## src/design/ipsa_pkg.sv

```systemverilog
// package for the interlace phase shift average block
// shared constants, register codes and the cordic arctangent table; no dependencies
package ipsa_pkg;

   localparam int IDX_W         = 10;
   localparam int CFG_W         = 11;
   localparam int ANG_W         = 32;
   localparam int ANG_FRAC      = 31;
   localparam int TRIG_W        = 16;
   localparam int XY_W          = 18;
   localparam int Z_W           = 34;
   localparam int CORDIC_STAGES = 16;
   localparam int CORDIC_START  = 19898;
   localparam int TRIG_MAX      = 32767;
   localparam int GRID_DEF      = 256;
   localparam int MAX_GRID_DEF  = 1024;
   localparam int DATA_W_DEF    = 32;
   localparam int DIV_STAGES    = IDX_W + ANG_FRAC;

   typedef enum logic [1:0] {
      REG_GRID_X = 2'd0,
      REG_GRID_Y = 2'd1,
      REG_GRID_Z = 2'd2
   } csr_index_type;

   // arctangent of 2^-k in units of 2^-32 turn
   function automatic logic signed [Z_W-1:0] atan_turns(input int k);
      logic signed [Z_W-1:0] a;
      case (k)
         0:  a = 34'sd536870912;
         1:  a = 34'sd316933406;
         2:  a = 34'sd167458907;
         3:  a = 34'sd85004756;
         4:  a = 34'sd42667331;
         5:  a = 34'sd21354465;
         6:  a = 34'sd10679838;
         7:  a = 34'sd5340245;
         8:  a = 34'sd2670163;
         9:  a = 34'sd1335087;
         10: a = 34'sd667544;
         11: a = 34'sd333772;
         12: a = 34'sd166886;
         13: a = 34'sd83443;
         14: a = 34'sd41722;
         default: a = 34'sd20861;
      endcase
      return a;
   endfunction

endpackage

```

## src/design/ipsa_cordic_cell.sv

```systemverilog
// one cordic rotation cell, one micro-rotation per cycle while adv is high
// depends on ipsa_pkg
module ipsa_cordic_cell #(
   parameter int STAGE = 0
) (
   input  logic                               clock,
   input  logic                               adv,
   input  logic signed [ipsa_pkg::XY_W-1:0]   x_in,
   input  logic signed [ipsa_pkg::XY_W-1:0]   y_in,
   input  logic signed [ipsa_pkg::Z_W-1:0]    z_in,
   input  logic                               flip_in,
   output logic signed [ipsa_pkg::XY_W-1:0]   x_ff,
   output logic signed [ipsa_pkg::XY_W-1:0]   y_ff,
   output logic signed [ipsa_pkg::Z_W-1:0]    z_ff,
   output logic                               flip_ff
);
   import ipsa_pkg::*;

   logic signed [XY_W-1:0] xs;
   logic signed [XY_W-1:0] ys;
   logic signed [XY_W-1:0] x_in_n;
   logic signed [XY_W-1:0] y_in_n;
   logic signed [Z_W-1:0]  z_in_n;

   // rotate toward zero residual angle
   always_comb begin
      xs = x_in >>> STAGE;
      ys = y_in >>> STAGE;
      if (!z_in[Z_W-1]) begin
         x_in_n = x_in - ys;
         y_in_n = y_in + xs;
         z_in_n = z_in - atan_turns(STAGE);
      end else begin
         x_in_n = x_in + ys;
         y_in_n = y_in - xs;
         z_in_n = z_in + atan_turns(STAGE);
      end
   end

   always_ff @(posedge clock) begin
      if (adv) begin
         x_ff    <= x_in_n;
         y_ff    <= y_in_n;
         z_ff    <= z_in_n;
         flip_ff <= flip_in;
      end
   end

endmodule

```

## config.mk

```make
export PLATFORM = sky130hd
export DESIGN_NAME = ipsa_cordic_cell
export DESIGN_NICKNAME = d
export VERILOG_FILES = /design/src/design/ipsa_pkg.sv /design/src/design/ipsa_cordic_cell.sv
export SDC_FILE = /design/constraint.sdc
export NUM_CORES = 1
export LEC_CHECK = 0
export ABC_AREA = 1
export BUFFER_PORTS_ARGS = -buffer_cell sky130_fd_sc_hd__buf_2
export CORE_MARGIN = 2
export CORE_UTILIZATION = 57
export CTS_CLUSTER_SIZE = 10
export DETAILED_ROUTE_END_ITERATION = 6
export PLACE_DENSITY = 0.85
export REMOVE_ABC_BUFFERS = 1
export SLEW_MARGIN = 20
export SYNTH_ARGS = -nofsm -noshare
export SYNTH_HDL_FRONTEND = slang
export SYNTH_SLANG_ARGS = --single-unit
```

## constraint.sdc

```tcl
create_clock -name clock -period 3.68 [get_ports clock]
set_clock_uncertainty 0.05 [all_clocks]
set_input_delay 0.184 -clock clock [delete_from_list [all_inputs] [get_ports clock]]
set_output_delay 0.184 -clock clock [all_outputs]
set_load 0.05 [all_outputs]
```

==> flow_summary.ini, run 1 <==
[cts]
cts.repair.resized = 0
htree_levels = 3
cts_tree = built
cts.root.buffer_cell = clkbuf_8
path_clk_slew_ns = 0.07
cts.path.max_buffers = 2
cts.sinks = 70
cts_made_buffers = 9

[global_route]
antenna_found_initial = 0
grt_pass1_vias = 5202
grt_pass1_wl_um = 23400
gr-total-overflow = 0
grt.total_usage = 0.283
grt_max_degree = 71

[final_layout]
synthToLayoutAreaGrowth_pct = 22.1
insertedDiodeCount = 0
layout-drive-gt1-share = 0.224
fin_util = 0.710
instances_no_fill = 1009
nets = 1005
final_area_sq_um = 6880

[logic_synthesis]
yosys.area.top_type_share = 0.373
synth_fa_ha_area_frac = 0.139
synth_seq_cells = 70
ys_types = 39
syn_avg_cell_area_sq_um = 7.96
yosys.area_share.simple = 0.261
netlist_area_sq_um = 5640
synth_top_cell_by_area = edfxtp_1
yosys-top-cells-area = edfxtp_1 (37%), ha_1 (12%), nand2_1 (12%)
ys_warn_count = 0
ys_seq_area_frac = 0.373
synthMuxAreaShare = 0
synth_top_family_by_area = simple AND/OR/NAND/NOR gates
synthCells = 708
synth_compound_area_frac = 0.111
synthXorXnorAreaFrac = 0.0186

[place]
pre_cts_ws_ns = 1.42
placed_cell_area_sq_um = 6380
gp_congestion = 0.950
numPortBuffers = 143
dp_hpwl_um = 11400
dp.cells = 964

[routing]
vias = 5406
drt_first_iter_violations = 352
wl_um = 14900
wl_per_cell_um = 14.7
drc_errors = 0
vias_per_cell = 5.36
postRouteAntennaNets = 0
dr.pass1.iters = 5

[sta]
finalSetupViolations = 0
setup_tns_ns = 0
slew-limit-headroom = 0.425
post-route-period-util = 0.525
slew_violations = 0
finalHoldViolations = 0
grt_setup_unrepaired = no
period_needed_ns = 1.93
worst_slack_ns = 1.75
max_freq_mhz = 517
worst_pin_slew_ns = 0.862
holdWs_ns = 0.0601

[hold_path]
holdCritPathClass = input port to flip-flop

[floorplan]
die_area_sq_um = 10700
die_h_um = 103
core-area_sq_um = 9680
start_util = 0.582
die_w_um = 103
pin_count = 144
fp-row-count = 36

[setup_path]
worstSetupEndpointType = flip-flop
cp.arrival_ns = 1.99
crit_path_max_fanout = 12
startpoint_type = input port
required_ns = 3.73
crit_path_end = x_ff[11]
critPathLaunch = x_in[6]
path_class = input port to flip-flop

[outcome]
status = completed

[pwr]
power_density_nw_per_um2 = 397
p_leak_nw = 3.51
p_total_mw = 2.73
irDropWorstVdd_mv = 0.250

[flow_run]
drv_cap = 0
## kinds of logic (layout without fill, tap and decap cells)
kind of cell    Yosys count  after routing
compound gates          103            103
xor+xnor                 12             12
fa+ha+maj                60             60
buf+inv                 128            296
flops                    70             70
simple gates            335            335
## power breakdown
group          internal [mW]  switching (mW)  leakage [nW]
sequential             0.991          0.0203         0.684
combinational          0.294           0.771          2.72
clock                  0.373           0.283        0.0974
## how the worst min path moves through the flow
| stage | startpoint | end | slack, ns | cells past startpoint |
|---|---|---|---|---|
| final | z_in[29] | z_ff[29] | 0.06 | 2 |
| after global routing | z_in[29] | z_ff[29] | 0.07 | 2 |
| after CTS | z_in[29] | z_ff[29] | 0.05 | 2 |
| after detailed placement | z_in[22] | z_ff[22] | 0.31 | 1 |
| after global placement | z_in[12] | z_ff[12] | 0.31 | 1 |
| after floorplan | flip_in | flip_ff | 0.23 | 0 |
## cell usage after synthesis
master / count
clkinv_1: 1
nand3_1: 80
nor3_2: 1
or2_1: 1
o21ai_2: 3
inv_1: 102
nand2_1: 184
a21o_1: 7
clkbuf_1: 3
o21bai_2: 1
inv_2: 3
a21oi_1: 34
fa_1: 4
nand2_4: 2
o31ai_1: 1
o22ai_1: 4
nor2_1: 39
nand2_2: 8
or2_2: 2
edfxtp_1: 70
nor3_1: 2
a31oi_1: 1
xor2_1: 12
o21bai_1: 11
nor2_4: 2
a21oi_2: 5
buf_6: 4
o21ai_0: 25
ha_1: 56
buf_4: 10
o21a_1: 1
nand4_1: 3
a21boi_2: 2
o211ai_1: 1
o21ai_1: 7
nor2_2: 8
and2_1: 1
buf_2: 5
nor4_2: 2
## registers in the layout, summed over array words and instances (netlist names)
| name | cells |
|---|---|
| x_ff | 17 |
| flip_ff | 1 |
| z_ff | 34 |
| y_ff | 18 |
## worst max-delay path: stages
cell and delay [ns]:
buf_2 0.11, inv_1 0.06, ha_1 0.59, nand2_1 0.24, nor2_1 0.19, nand2_1 0.09, nand2_1 0.16, nand2_1 0.10
nand2_1 0.07, nand2_1 0.05, nand3_1 0.07, nand2_1 0.05
## metal layers
metal | global-route usage | wire length, um | vias to the layer above | share of wire
met4 | 0.113 | 437 | 0 | 0.029
met3 | 0.0497 | 1060 | 47 | 0.071
met1 | 0.347 | 6200 | 2467 | 0.42
li1 | - | - | 2642 | -
met2 | 0.494 | 7180 | 250 | 0.48
met5 | 0 | 0 | - | 0
## cells in the final DEF (no fill, tap or decap), drive strengths merged, types with 2 or more instances in the layout
master and n:
a21boi 2, a21o 7, a21oi 39, buf 145
bufinv 2, clkbuf 10, clkinv 3, dlygate4sd3 30
edfxtp 70, fa 4, ha 56, inv 105
nand2 194, nand3 80, nand4 3, nor2 49
nor3 3, nor4 2, o21ai 35, o21bai 12
o22ai 4, or2 3, xor2 12
## layout make-up
class                      instances  area, sq um
multi-input combinational        510         2980
fill                             743         2800
sequential                        70         2100
timing repair buffer             175         1030
inverter                         106          398
tap                              133          166
clock buffer                      10          128
clock inverter                     5         75.1
## repair_timing
item,in CTS,in global routing
hold buffers,30,0
buffers inserted,0,0
endpoints found under the hold margin,30,0
Power figures use the tool's default switching activity.
==> run 2: changes to the inputs <==
--- a/config.mk
+++ b/config.mk
@@ -8,10 +8,10 @@
 export ABC_AREA = 1
 export BUFFER_PORTS_ARGS = -buffer_cell sky130_fd_sc_hd__buf_2
 export CORE_MARGIN = 2
-export CORE_UTILIZATION = 57
+export CORE_UTILIZATION = 55
 export CTS_CLUSTER_SIZE = 10
 export DETAILED_ROUTE_END_ITERATION = 6
-export PLACE_DENSITY = 0.85
+export PLACE_DENSITY = 0.82
 export REMOVE_ABC_BUFFERS = 1
 export SLEW_MARGIN = 20
 export SYNTH_ARGS = -nofsm -noshare
==> constraint.sdc (replaced) <==
create_clock -name clock -period 1.8 [get_ports clock]
set_clock_uncertainty 0.05 [all_clocks]
set_input_delay 0.09 -clock clock [delete_from_list [all_inputs] [get_ports clock]]
set_output_delay 0.09 -clock clock [all_outputs]
set_load 0.05 [all_outputs]
==> flow_summary.ini, run 2 (synthesized netlist as in run 1, its figures left out) <==
[flow_run]
drv_cap = 0

[global_route]
grt_util_met3 = 0.0810
busiest_layer = met2
grt_pass1_vias = 6023
gr-total-overflow = 0
grtUsageMet2 = 0.560
grt_max_degree = 71
use_met1 = 0.402
grt_pass1_wl_um = 28900
grt.total_usage = 0.333
antenna_found_initial = 0

[setup_path]
required_ns = 1.86
startpoint_type = input port
crit_path_max_fanout = 7
crit_path_end = y_ff[15]
path_class = input port to flip-flop
critPathLaunch = x_in[8]
cp.arrival_ns = 1.78
worstSetupEndpointType = flip-flop

[sta]
finalSetupViolations = 0
max_freq_mhz = 580
worst_pin_slew_ns = 0.432
finalHoldViolations = 0
post-route-period-util = 0.958
slew-limit-headroom = 0.712
grt_setup_unrepaired = no
setup_tns_ns = 0
slew_violations = 0
period_needed_ns = 1.72

[pwr]
power_density_nw_per_um2 = 758
p_leak_nw = 3.94
irDropWorstVdd_mv = 0.569
p_total_mw = 5.76

[place]
placed_cell_area_sq_um = 7110
dp_hpwl_um = 13100
numPortBuffers = 143
gp_congestion = 0.973

[floorplan]
die_w_um = 105
die_h_um = 105
fp-row-count = 36
die_area_sq_um = 11100
pin_count = 144
start_util = 0.571
core-area_sq_um = 9860

[cts]
cts.root.buffer_cell = clkbuf_8
htree_levels = 3
cts_made_buffers = 9
cts.sinks = 70
path_clk_slew_ns = 0.08
cts_tree = built
cts.path.max_buffers = 2

[final_layout]
fin_util = 0.770
top_regs = z_ff x34, y_ff x18, x_ff x17
nets = 1097
largest-register = z_ff
final_area_sq_um = 7600
layout-drive-gt1-share = 0.300
largest_reg_flops = 34
register_area_sq_um = 2100
insertedDiodeCount = 0
multi_input_area_sq_um = 3000
final_cell_mix = nand2_1 (184), buf_2 (143), inv_1 (102), buf_4 (89), nand3_1 (80)
nFillCells = 664
final_common_cell = nand2_1
synthToLayoutAreaGrowth_pct = 34.8

[routing]
postRouteAntennaNets = 0
drc_errors = 0
drt_first_iter_violations = 461
vias_per_cell = 5.50
wl_per_cell_um = 16.6
dr.pass1.iters = 6
vias = 6050
wl_um = 18200

[hold_path]
holdCritPathClass = input port to flip-flop

[outcome]
status = completed
## run 2: through the flow
step	cells	hold WS [ns]	worst slack, ns
2_1_floorplan	686	0.139	-0.00494
3_3_place_gp	1055	0.216	-0.151
3_5_place_dp	1055	0.218	-0.258
4_1_cts	1101	0.0823	0.121
5_1_grt	1101	0.0886	0.00503
6_report	1101	0.0891	0.0756
## run 2: power by group
| part | switching [mW] | total (mW) | leakage, nW | internal [mW] |
|---|---|---|---|---|
| registers | 0.0509 | 2.08 | 0.684 | 2.02 |
| clock network | 0.653 | 1.14 | 0.0768 | 0.490 |
| logic | 1.71 | 2.54 | 3.18 | 0.832 |
| total | 2.41 | 5.76 | 3.94 | 3.35 |
## run 2: final cells by class
| class | instances | share of cell area |
|---|---|---|
| Clock buffer | 11 | 0.0173 |
| Clock inverter | 4 | 0.00329 |
| Inverter | 106 | 0.0524 |
| Multi-Input combinational cell | 510 | 0.395 |
| Sequential cell | 70 | 0.277 |
| Tap cell | 133 | 0.0219 |
| Timing Repair Buffer | 267 | 0.234 |
## run 2: timing repair
action,in CTS,in global routing
hold buffers,31,0
endpoints found under the setup margin,0,6
setup buffers,0,0
endpoints found under the hold margin,31,0
gates resized for setup,0,4
## run 2: worst max-delay path, stage by stage
cell and delay, ns:
buf_2 0.09, inv_1 0.04, ha_1 0.49, buf_12 0.16
nand2_4 0.06, buf_4 0.14, nor4_2 0.18, nand2_1 0.13
nand2_1 0.11, nand2_1 0.09, nand3_1 0.10, nand2_1 0.10
## run 2: worst min path at each step
stage               startpoint        to  slack (ns)  depth (start not counted)
floorplan              flip_in   flip_ff        0.14                          0
global placement       z_in[1]   z_ff[1]        0.22                          1
detailed placement     z_in[7]   z_ff[7]        0.22                          1
CTS                    y_in[0]   y_ff[0]        0.08                          3
global route          z_in[30]  z_ff[30]        0.09                          2
finish                 y_in[0]   y_ff[0]        0.09                          3
## run 2: metal layers
| metal | routed length (um) | vias to the layer above |
|---|---|---|
| met5 | 0 | - |
| met4 | 692 | 0 |
| met3 | 1640 | 85 |
| met2 | 8760 | 401 |
| met1 | 7150 | 2733 |
| li1 | - | 2831 |
