**src/design/ipsa_pkg.sv**
```systemverilog
// package for the interlace phase shift average block
// shared constants, register codes and the cordic arctangent table; no dependencies
package ipsa_pkg;

   localparam int IDX_W         = 10;
   localparam int CFG_W         = 11;
   localparam int ANG_W         = 32;
   localparam int ANG_FRAC      = 31;
   localparam int TRIG_W        = 16;
   localparam int XY_W          = 18;
   localparam int Z_W           = 34;
   localparam int CORDIC_STAGES = 16;
   localparam int CORDIC_START  = 19898;
   localparam int TRIG_MAX      = 32767;
   localparam int GRID_DEF      = 256;
   localparam int MAX_GRID_DEF  = 1024;
   localparam int DATA_W_DEF    = 32;
   localparam int DIV_STAGES    = IDX_W + ANG_FRAC;

   typedef enum logic [1:0] {
      REG_GRID_X = 2'd0,
      REG_GRID_Y = 2'd1,
      REG_GRID_Z = 2'd2
   } csr_index_type;

   // arctangent of 2^-k in units of 2^-32 turn
   function automatic logic signed [Z_W-1:0] atan_turns(input int k);
      logic signed [Z_W-1:0] a;
      case (k)
         0:  a = 34'sd536870912;
         1:  a = 34'sd316933406;
         2:  a = 34'sd167458907;
         3:  a = 34'sd85004756;
         4:  a = 34'sd42667331;
         5:  a = 34'sd21354465;
         6:  a = 34'sd10679838;
         7:  a = 34'sd5340245;
         8:  a = 34'sd2670163;
         9:  a = 34'sd1335087;
         10: a = 34'sd667544;
         11: a = 34'sd333772;
         12: a = 34'sd166886;
         13: a = 34'sd83443;
         14: a = 34'sd41722;
         default: a = 34'sd20861;
      endcase
      return a;
   endfunction

endpackage

```
**src/design/ipsa_div_cell.sv**
```systemverilog
// one restoring-division cell: one quotient bit of index * 2^31 / grid per cycle while adv is high
// depends on ipsa_pkg
module ipsa_div_cell #(
   parameter int STAGE  = 0,
   parameter int GRID_W = 11
) (
   input  logic                         clock,
   input  logic                         adv,
   input  logic [GRID_W-1:0]            grid,
   input  logic [ipsa_pkg::IDX_W-1:0]   idx_in,
   input  logic [GRID_W-1:0]            rem_in,
   input  logic [ipsa_pkg::ANG_W-1:0]   quot_in,
   output logic [ipsa_pkg::IDX_W-1:0]   idx_ff,
   output logic [GRID_W-1:0]            rem_ff,
   output logic [ipsa_pkg::ANG_W-1:0]   quot_ff
);
   import ipsa_pkg::*;

   localparam int POS = DIV_STAGES - 1 - STAGE;

   logic              dbit;
   logic [GRID_W:0]   trial;
   logic              ge;
   logic [GRID_W:0]   diff;
   logic [GRID_W-1:0] rem_in_n;

   // dividend bit: index bits on top, zeros below
   generate
      if (POS >= ANG_FRAC) begin : g_idx_bit
         assign dbit = idx_in[POS-ANG_FRAC];
      end else begin : g_zero_bit
         assign dbit = 1'b0;
      end
   endgenerate

   // shift in, compare, subtract
   always_comb begin
      trial    = {rem_in, dbit};
      ge       = (trial >= {1'b0, grid});
      diff     = trial - {1'b0, grid};
      rem_in_n = ge ? diff[GRID_W-1:0] : trial[GRID_W-1:0];
   end

   always_ff @(posedge clock) begin
      if (adv) begin
         idx_ff  <= idx_in;
         rem_ff  <= rem_in_n;
         quot_ff <= {quot_in[ANG_W-2:0], ge};
      end
   end

endmodule

```
**config.mk**
```make
export PLATFORM = sky130hd
export DESIGN_NAME = ipsa_div_cell
export DESIGN_NICKNAME = d
export VERILOG_FILES = /design/src/design/ipsa_pkg.sv /design/src/design/ipsa_div_cell.sv
export SDC_FILE = /design/constraint.sdc
export NUM_CORES = 1
export LEC_CHECK = 0
export ABC_CLOCK_PERIOD_IN_PS = 5300
export BUFFER_PORTS_ARGS = -buffer_cell sky130_fd_sc_hd__buf_2
export CAP_MARGIN = 25
export CORE_MARGIN = 2
export CORE_UTILIZATION = 49
export DETAILED_ROUTE_END_ITERATION = 10
export PLACE_DENSITY = 0.85
export SYNTH_ARGS = -nofsm -noshare
export SYNTH_HDL_FRONTEND = slang
export SYNTH_SLANG_ARGS = --single-unit
```
**constraint.sdc**
```tcl
create_clock -name clock -period 5.3 [get_ports clock]
set_input_delay 0.53 -clock clock [delete_from_list [all_inputs] [get_ports clock]]
set_output_delay 0.53 -clock clock [all_outputs]
set_load 0.05 [all_outputs]
```
==> results of run 1 <==
synthesized netlist by cell type:
| library cell | number | share of area |
|---|---|---|
| a21o_1 | 2 | 0.0064 |
| a21oi_1 | 6 | 0.013 |
| a21oi_2 | 1 | 0.0037 |
| a311oi_2 | 1 | 0.0064 |
| a31oi_1 | 1 | 0.0027 |
| and2b_1 | 1 | 0.0032 |
| and3_1 | 2 | 0.0053 |
| buf_6 | 2 | 0.0096 |
| edfxtp_1 | 53 | 0.68 |
| fa_1 | 1 | 0.0085 |
| ha_1 | 11 | 0.059 |
| inv_1 | 16 | 0.026 |
| nand2_1 | 19 | 0.030 |
| nand2b_1 | 3 | 0.0080 |
| nand4_1 | 3 | 0.0080 |
| nor2_1 | 5 | 0.0080 |
| nor2b_1 | 2 | 0.0053 |
| nor3_1 | 1 | 0.0021 |
| nor4_1 | 1 | 0.0027 |
| nor4bb_1 | 1 | 0.0043 |
| o2111ai_1 | 1 | 0.0037 |
| o211a_1 | 1 | 0.0043 |
| o211ai_1 | 2 | 0.0064 |
| o21a_1 | 1 | 0.0032 |
| o21ai_0 | 3 | 0.0064 |
| o21ai_1 | 2 | 0.0043 |
| o21ai_2 | 8 | 0.030 |
| o221ai_2 | 1 | 0.0064 |
| o2bb2ai_2 | 1 | 0.0064 |
| o31a_1 | 1 | 0.0037 |
| o31ai_1 | 2 | 0.0064 |
| o41ai_1 | 1 | 0.0037 |
| or2_1 | 1 | 0.0027 |
| xnor2_1 | 2 | 0.0075 |
| xor2_1 | 4 | 0.015 |
cell type report:
| cell class | instances | area (um2) |
|---|---|---|
| Multi-Input combinational cell | 92 | 671.9 |
| Sequential cell | 53 | 1592 |
| Clock buffer | 6 | 72.57 |
| Inverter | 16 | 60.06 |
| Timing Repair Buffer | 118 | 605.6 |
| Clock inverter | 2 | 15.01 |
| Tap cell | 54 | 67.56 |
| Fill cell | 359 | 1577 |
worst max-delay path, delay by kind of cell:
family	cells	cell delay, ns
buf+inv	2	0.16
compound gates	4	1.33
simple gates	1	0.21
fa+ha+maj	2	0.39
how the worst max path moves through the flow:
stage | to | start | slack (ns)
after floorplan | rem_ff[2]$_DFFE_PP_ | idx_in[9] | 2.92
after global placement | rem_ff[4]$_DFFE_PP_ | idx_in[9] | 2.41
after detailed placement | rem_ff[4]$_DFFE_PP_ | idx_in[9] | 2.37
after CTS | rem_ff[4]$_DFFE_PP_ | idx_in[9] | 2.70
after global routing | rem_ff[4]$_DFFE_PP_ | idx_in[9] | 2.49
final | rem_ff[4]$_DFFE_PP_ | idx_in[9] | 2.70
layer usage:
layer / track usage / vias up / wire length (um)
li1: - / 858 / -
met1: 0.1728 / 774 / 1775
met2: 0.3233 / 67 / 2524
met3: 0.04834 / 4 / 377
met4: 0.05556 / 0 / 50
met5: 0 / - / 0
logic make-up (layout without fill, tap and decap cells):
family	after synthesis	in the layout	synth area share
DFF	53	53	0.6784
buffers and inverters	18	142	0.03520
adders and majority gates	12	12	0.06720
and+or+nand+nor	39	39	0.08000
AOI/OAI and AO/OA	35	35	0.1168
xor gates and xnor gates	6	6	0.02240
power by group:
part           leakage (nW)  internal (mW)  switching, mW
clock                0.0374         0.0931          0.121
combinational         0.838         0.0833          0.226
sequential            0.518          0.509        0.00843
total                  1.39          0.685          0.355
placed cells by master (no fill, tap or decap), drive strengths merged, types with 2 or more instances in the layout:
| cell type | netlist | routed |
|---|---|---|
| a21o | 2 | 2 |
| a21oi | 7 | 7 |
| and3 | 2 | 2 |
| buf | 2 | 118 |
| clkbuf | 0 | 6 |
| clkinvlp | 0 | 2 |
| edfxtp | 53 | 53 |
| ha | 11 | 11 |
| inv | 16 | 16 |
| nand2 | 19 | 19 |
| nand2b | 3 | 3 |
| nand4 | 3 | 3 |
| nor2 | 5 | 5 |
| nor2b | 2 | 2 |
| o211ai | 2 | 2 |
| o21ai | 13 | 13 |
| o31ai | 2 | 2 |
| xnor2 | 2 | 2 |
| xor2 | 4 | 4 |
sequential cells by signal, indices dropped and copies added (netlist names):
| signal | cells |
|---|---|
| idx_ff | 10 |
| rem_ff | 11 |
| quot_ff | 32 |
==> flow_summary.toml, run 1 <==
[die]
die_ar_um2 = 5358
io-pin-count = 119
std_cell_rows = 25
initial_utilization = 0.5034
fp.dieW_um = 73.20
placeableCoreArea_um2 = 4661
floorplan.die.height_um = 73.20

[final_layout]
final_cells = 341
final_design_area_no_fill_um2 = 3084
fraction_of_final_layout_cells_sized_beyond_drive_strength_1 = 0.4774
area.growth.synth_to_final_pct = 31.47
finish.net_count = 364
post-route-util = 0.6617
antennaDiodeCount = 0

[sta]
relSlewSlack = 0.3286
max_slew.worst_pin.slew_ns = 1.001
rsz_0062_raised_after_global_routing = "false"
setup_violations_final = 0
final.setup.worst_slack_ns = 2.700
clock.fmax_mhz = 384.6
final_layout_setup_total_negative_slack_ns = 0
slew_violations = 0
final_min_period_over_clock_period = 0.4905
finalHoldViolations = 0
timing.final.crit_period_ns = 2.600
timing.hold.ws_ns = 0.4036

[setup_path]
path_cells = "buf_2 > inv_1 > ha_1 > fa_1 > and2b_1 > o21ai_2 > a311oi_2 > o2bb2ai_2 > o31ai_1"
worst_path_largest_cell_delay_ns = 0.82
cp-start-kind = "primary input"
slowest_stage = "o2bb2ai_2"
worst_setup_end_kind = "register"
critPathMaxFanout = 21
criticalPathCategory = "in2reg"
critical_path_arrival_ns = 2.61
crit_required_ns = 5.31

[yosys]
post_synth_inst_count = 163
post_synth.cell_area_avg_um2 = 14.39
netlist_area_um2 = 2346
yosys_warning_total = 0
yosys.cell_types.count = 35
mapped_nets = 241
synth_sequential_area_ratio = 0.6784
synth_seq_cells = 53

[drt]
route.vias.total = 1703
drtIter0Drc = 83
routedWlPerCell_um = 13.86
routed_wl_um = 4727
ant_nets = 0
dr_vias_cell = 4.994
drt_drc_violations_left = 0
detailedRoute.firstPassIterationCount = 4

[placed_design]
routability_congestion_estimate_from_global_placement = 0.8038
placedInstanceArea_um2 = 2977
numPortBuffers = 117
detailedPlace.worstSlack_ns = 2.370
detailedPlacementHpwl_um = 3695
numPlacedInstances = 332

[cts]
cts_made_buffers = 5
h-tree-depth = 2
tritoncts = "done"
cts_buffer_depth = 2
path_clk_slew_ns = 0.09
number_of_clock_sinks = 53
cts_hold_repair.buffers = 0
cts.repair.resized = 0
cts_setup_buffers = 0
clk_root_buffer_cell = "clkbuf_8"

[status]
status = "completed"

[global_routing]
global_route_wire_length_before_repair_um = 6789
global_route.overflow_total = 0
gr-usage-all-layers = 0.1687
grt_start_max_net_pins = 54
initial_antenna_violation_count = 0
number_of_global_route_vias_before_repair = 1542

[worst_hold_path]
hp-class = "in2reg"
timing.hold.worst.start = "quot_in[24]"
hold-path-endpoint = "quot_ff[25]$_DFFE_PP_"
min_path_cells = 1

[pwr]
power.density_nw_per_um2 = 337.3
power.leakage_nw = 1.393
vdd_ir_drop_max_v = 0.0001500
post-layout-total-power_mw = 1.040

[run]
drv.max_cap_violation_count = 0
(Power assumes the default switching activity.)
==> run 2, diff against run 1 <==
ABC_CLOCK_PERIOD_IN_PS = 2100   (was 5300)
CORE_UTILIZATION = 41   (was 49)
PLACE_DENSITY = 0.76   (was 0.85)
clock period = 2.1 ns   (was 5.3 ns; I/O delays follow)
==> run 2 against run 1 <==
Worst hold slack got worse by 0.32 ns. First-iteration DRC count fell by 23%. Core utilization fell by 8.7 points. Clock power rose to 2.6 times the previous value. Sequential share of layout area fell by 1.3 points. Flip-flop and latch count did not move. Combinational power rose to 2.6 times the previous value. Sequential power rose to 2.5 times the previous value. Largest cell class unchanged. Largest power group unchanged.
==> flow_summary.toml, run 2 (synthesis results as in run 1) <==
[run]
drv.max_cap_violation_count = 0

[setup_path]
startpoint = "idx_in[9]"
critPathMaxFanout = 2
cp-start-kind = "primary input"
critical_path_arrival_ns = 2.03
criticalPathCategory = "in2reg"
crit_required_ns = 2.15
worst_setup_end_kind = "register"

[sta]
final.setup.worst_slack_ns = 0.1148
timing.hold.ws_ns = 0.07862
setup_violations_final = 0
relSlewSlack = 0.6826
final_layout_setup_total_negative_slack_ns = 0
clock.fmax_mhz = 503.7
max_slew.worst_pin.slew_ns = 0.4760
finalHoldViolations = 0
slew_violations = 0
rsz_0062_raised_after_global_routing = "false"
final_min_period_over_clock_period = 0.9453
timing.final.crit_period_ns = 1.985

[die]
die_ar_um2 = 6343
std_cell_rows = 27
io-pin-count = 119
placeableCoreArea_um2 = 5507
fp.dieW_um = 79.65
floorplan.die.height_um = 79.65
initial_utilization = 0.4260

[global_routing]
initial_antenna_violation_count = 0
global_route_met3_usage = 0.04072
gr-usage-met1 = 0.1602
grt.met2_usage = 0.2739
global_route_wire_length_before_repair_um = 7148
global_route.overflow_total = 0
grt_start_max_net_pins = 35
grt.busiest_layer = "met2"
number_of_global_route_vias_before_repair = 1599
gr-usage-all-layers = 0.1464

[drt]
dr_vias_cell = 4.751
route.vias.total = 1734
drt_drc_violations_left = 0
routed_wl_um = 4837
routedWlPerCell_um = 13.25
ant_nets = 0
drtIter0Drc = 64
detailedRoute.firstPassIterationCount = 4

[final_layout]
registers.top_by_ff_count = "quot_ff"
final_common_cell = "buf_2"
reg_top3 = "quot_ff x32, rem_ff x11, idx_ff x10"
fraction_of_final_layout_cells_sized_beyond_drive_strength_1 = 0.4881
area.growth.synth_to_final_pct = 34.88
antennaDiodeCount = 0
largest_register_ff_count = 32
finish.net_count = 370
final_design_area_no_fill_um2 = 3164
layout.cells.most_common_list = "buf_2, edfxtp_1, nand2_1, inv_1, ha_1"

[worst_hold_path]
timing.hold.worst.start = "quot_in[6]"
hp-class = "in2reg"

[pwr]
vdd_ir_drop_max_v = 0.0004285
power.share.sequential = 0.493
post-layout-total-power_mw = 2.650
p_int_mw = 1.746
pwr-share-clk = 0.207
switching_power_mw = 0.9036
power.switching_fraction = 0.3410
power.leakage_nw = 1.427
pwr-share-comb = 0.300
power.density_nw_per_um2 = 837.5

[placed_design]
numPortBuffers = 117
placedInstanceArea_um2 = 3077
detailedPlacementHpwl_um = 3856
detailedPlace.worstSlack_ns = -0.2258
routability_congestion_estimate_from_global_placement = 0.8362

[cts]
cts_setup_buffers = 0
cts_made_buffers = 5
clk_root_buffer_cell = "clkbuf_8"
h-tree-depth = 2
number_of_clock_sinks = 53
tritoncts = "done"
cts_buffer_depth = 2
path_clk_slew_ns = 0.09
cts_hold_repair.buffers = 0
cts.repair.resized = 0

[status]
status = "completed"
## run 2: layout make-up
cell class	instances	area, um2
Clock buffer	6	72.57
Timing Repair Buffer	124	663.1
Tap cell	72	90.09
Clock inverter	2	15.01
Inverter	16	60.06
Fill cell	454	2342
Sequential cell	53	1592
Multi-Input combinational cell	92	671.9
## run 2: critical path, cell delays in order
cell      delay [ns]
buf_2           0.09
inv_1           0.04
ha_1            0.20
fa_1            0.40
and2b_1         0.24
o21ai_2         0.07
a311oi_2        0.31
buf_4           0.17
nor2b_1         0.04
o211ai_1        0.15
nand4_1         0.11
## run 2: path summary, 6_finish.rpt
path | endpoint | cells past startpoint
worst max-delay path | rem_ff[10]$_DFFE_PP_ | 11
worst min-delay path | quot_ff[7]$_DFFE_PP_ | 1
## run 2: metal layers
| metal | up-vias | share of wire |
|---|---|---|
| li1 | 866 | - |
| met1 | 786 | 0.38 |
| met2 | 77 | 0.51 |
| met3 | 5 | 0.098 |
| met4 | 0 | 0.011 |
| met5 | - | 0 |
## run 2: per-stage QoR
stage / util / std cells
3_5_place_dp: 0.5587 / 357
5_1_grt: 0.5746 / 365
4_1_cts: 0.5746 / 365
6_report: 0.5746 / 365
3_3_place_gp: 0.5587 / 357
2_1_floorplan: - / 163
## run 2: power by group through the flow
stage                     clock network, mW  logic [mW]  registers (mW)
after floorplan                           0       0.215            1.70
after global placement                    0       0.793            1.33
after detailed placement                  0       0.803            1.33
after CTS                             0.575       0.804            1.31
after global routing                  0.606       0.848            1.32
final                                 0.547       0.796            1.31
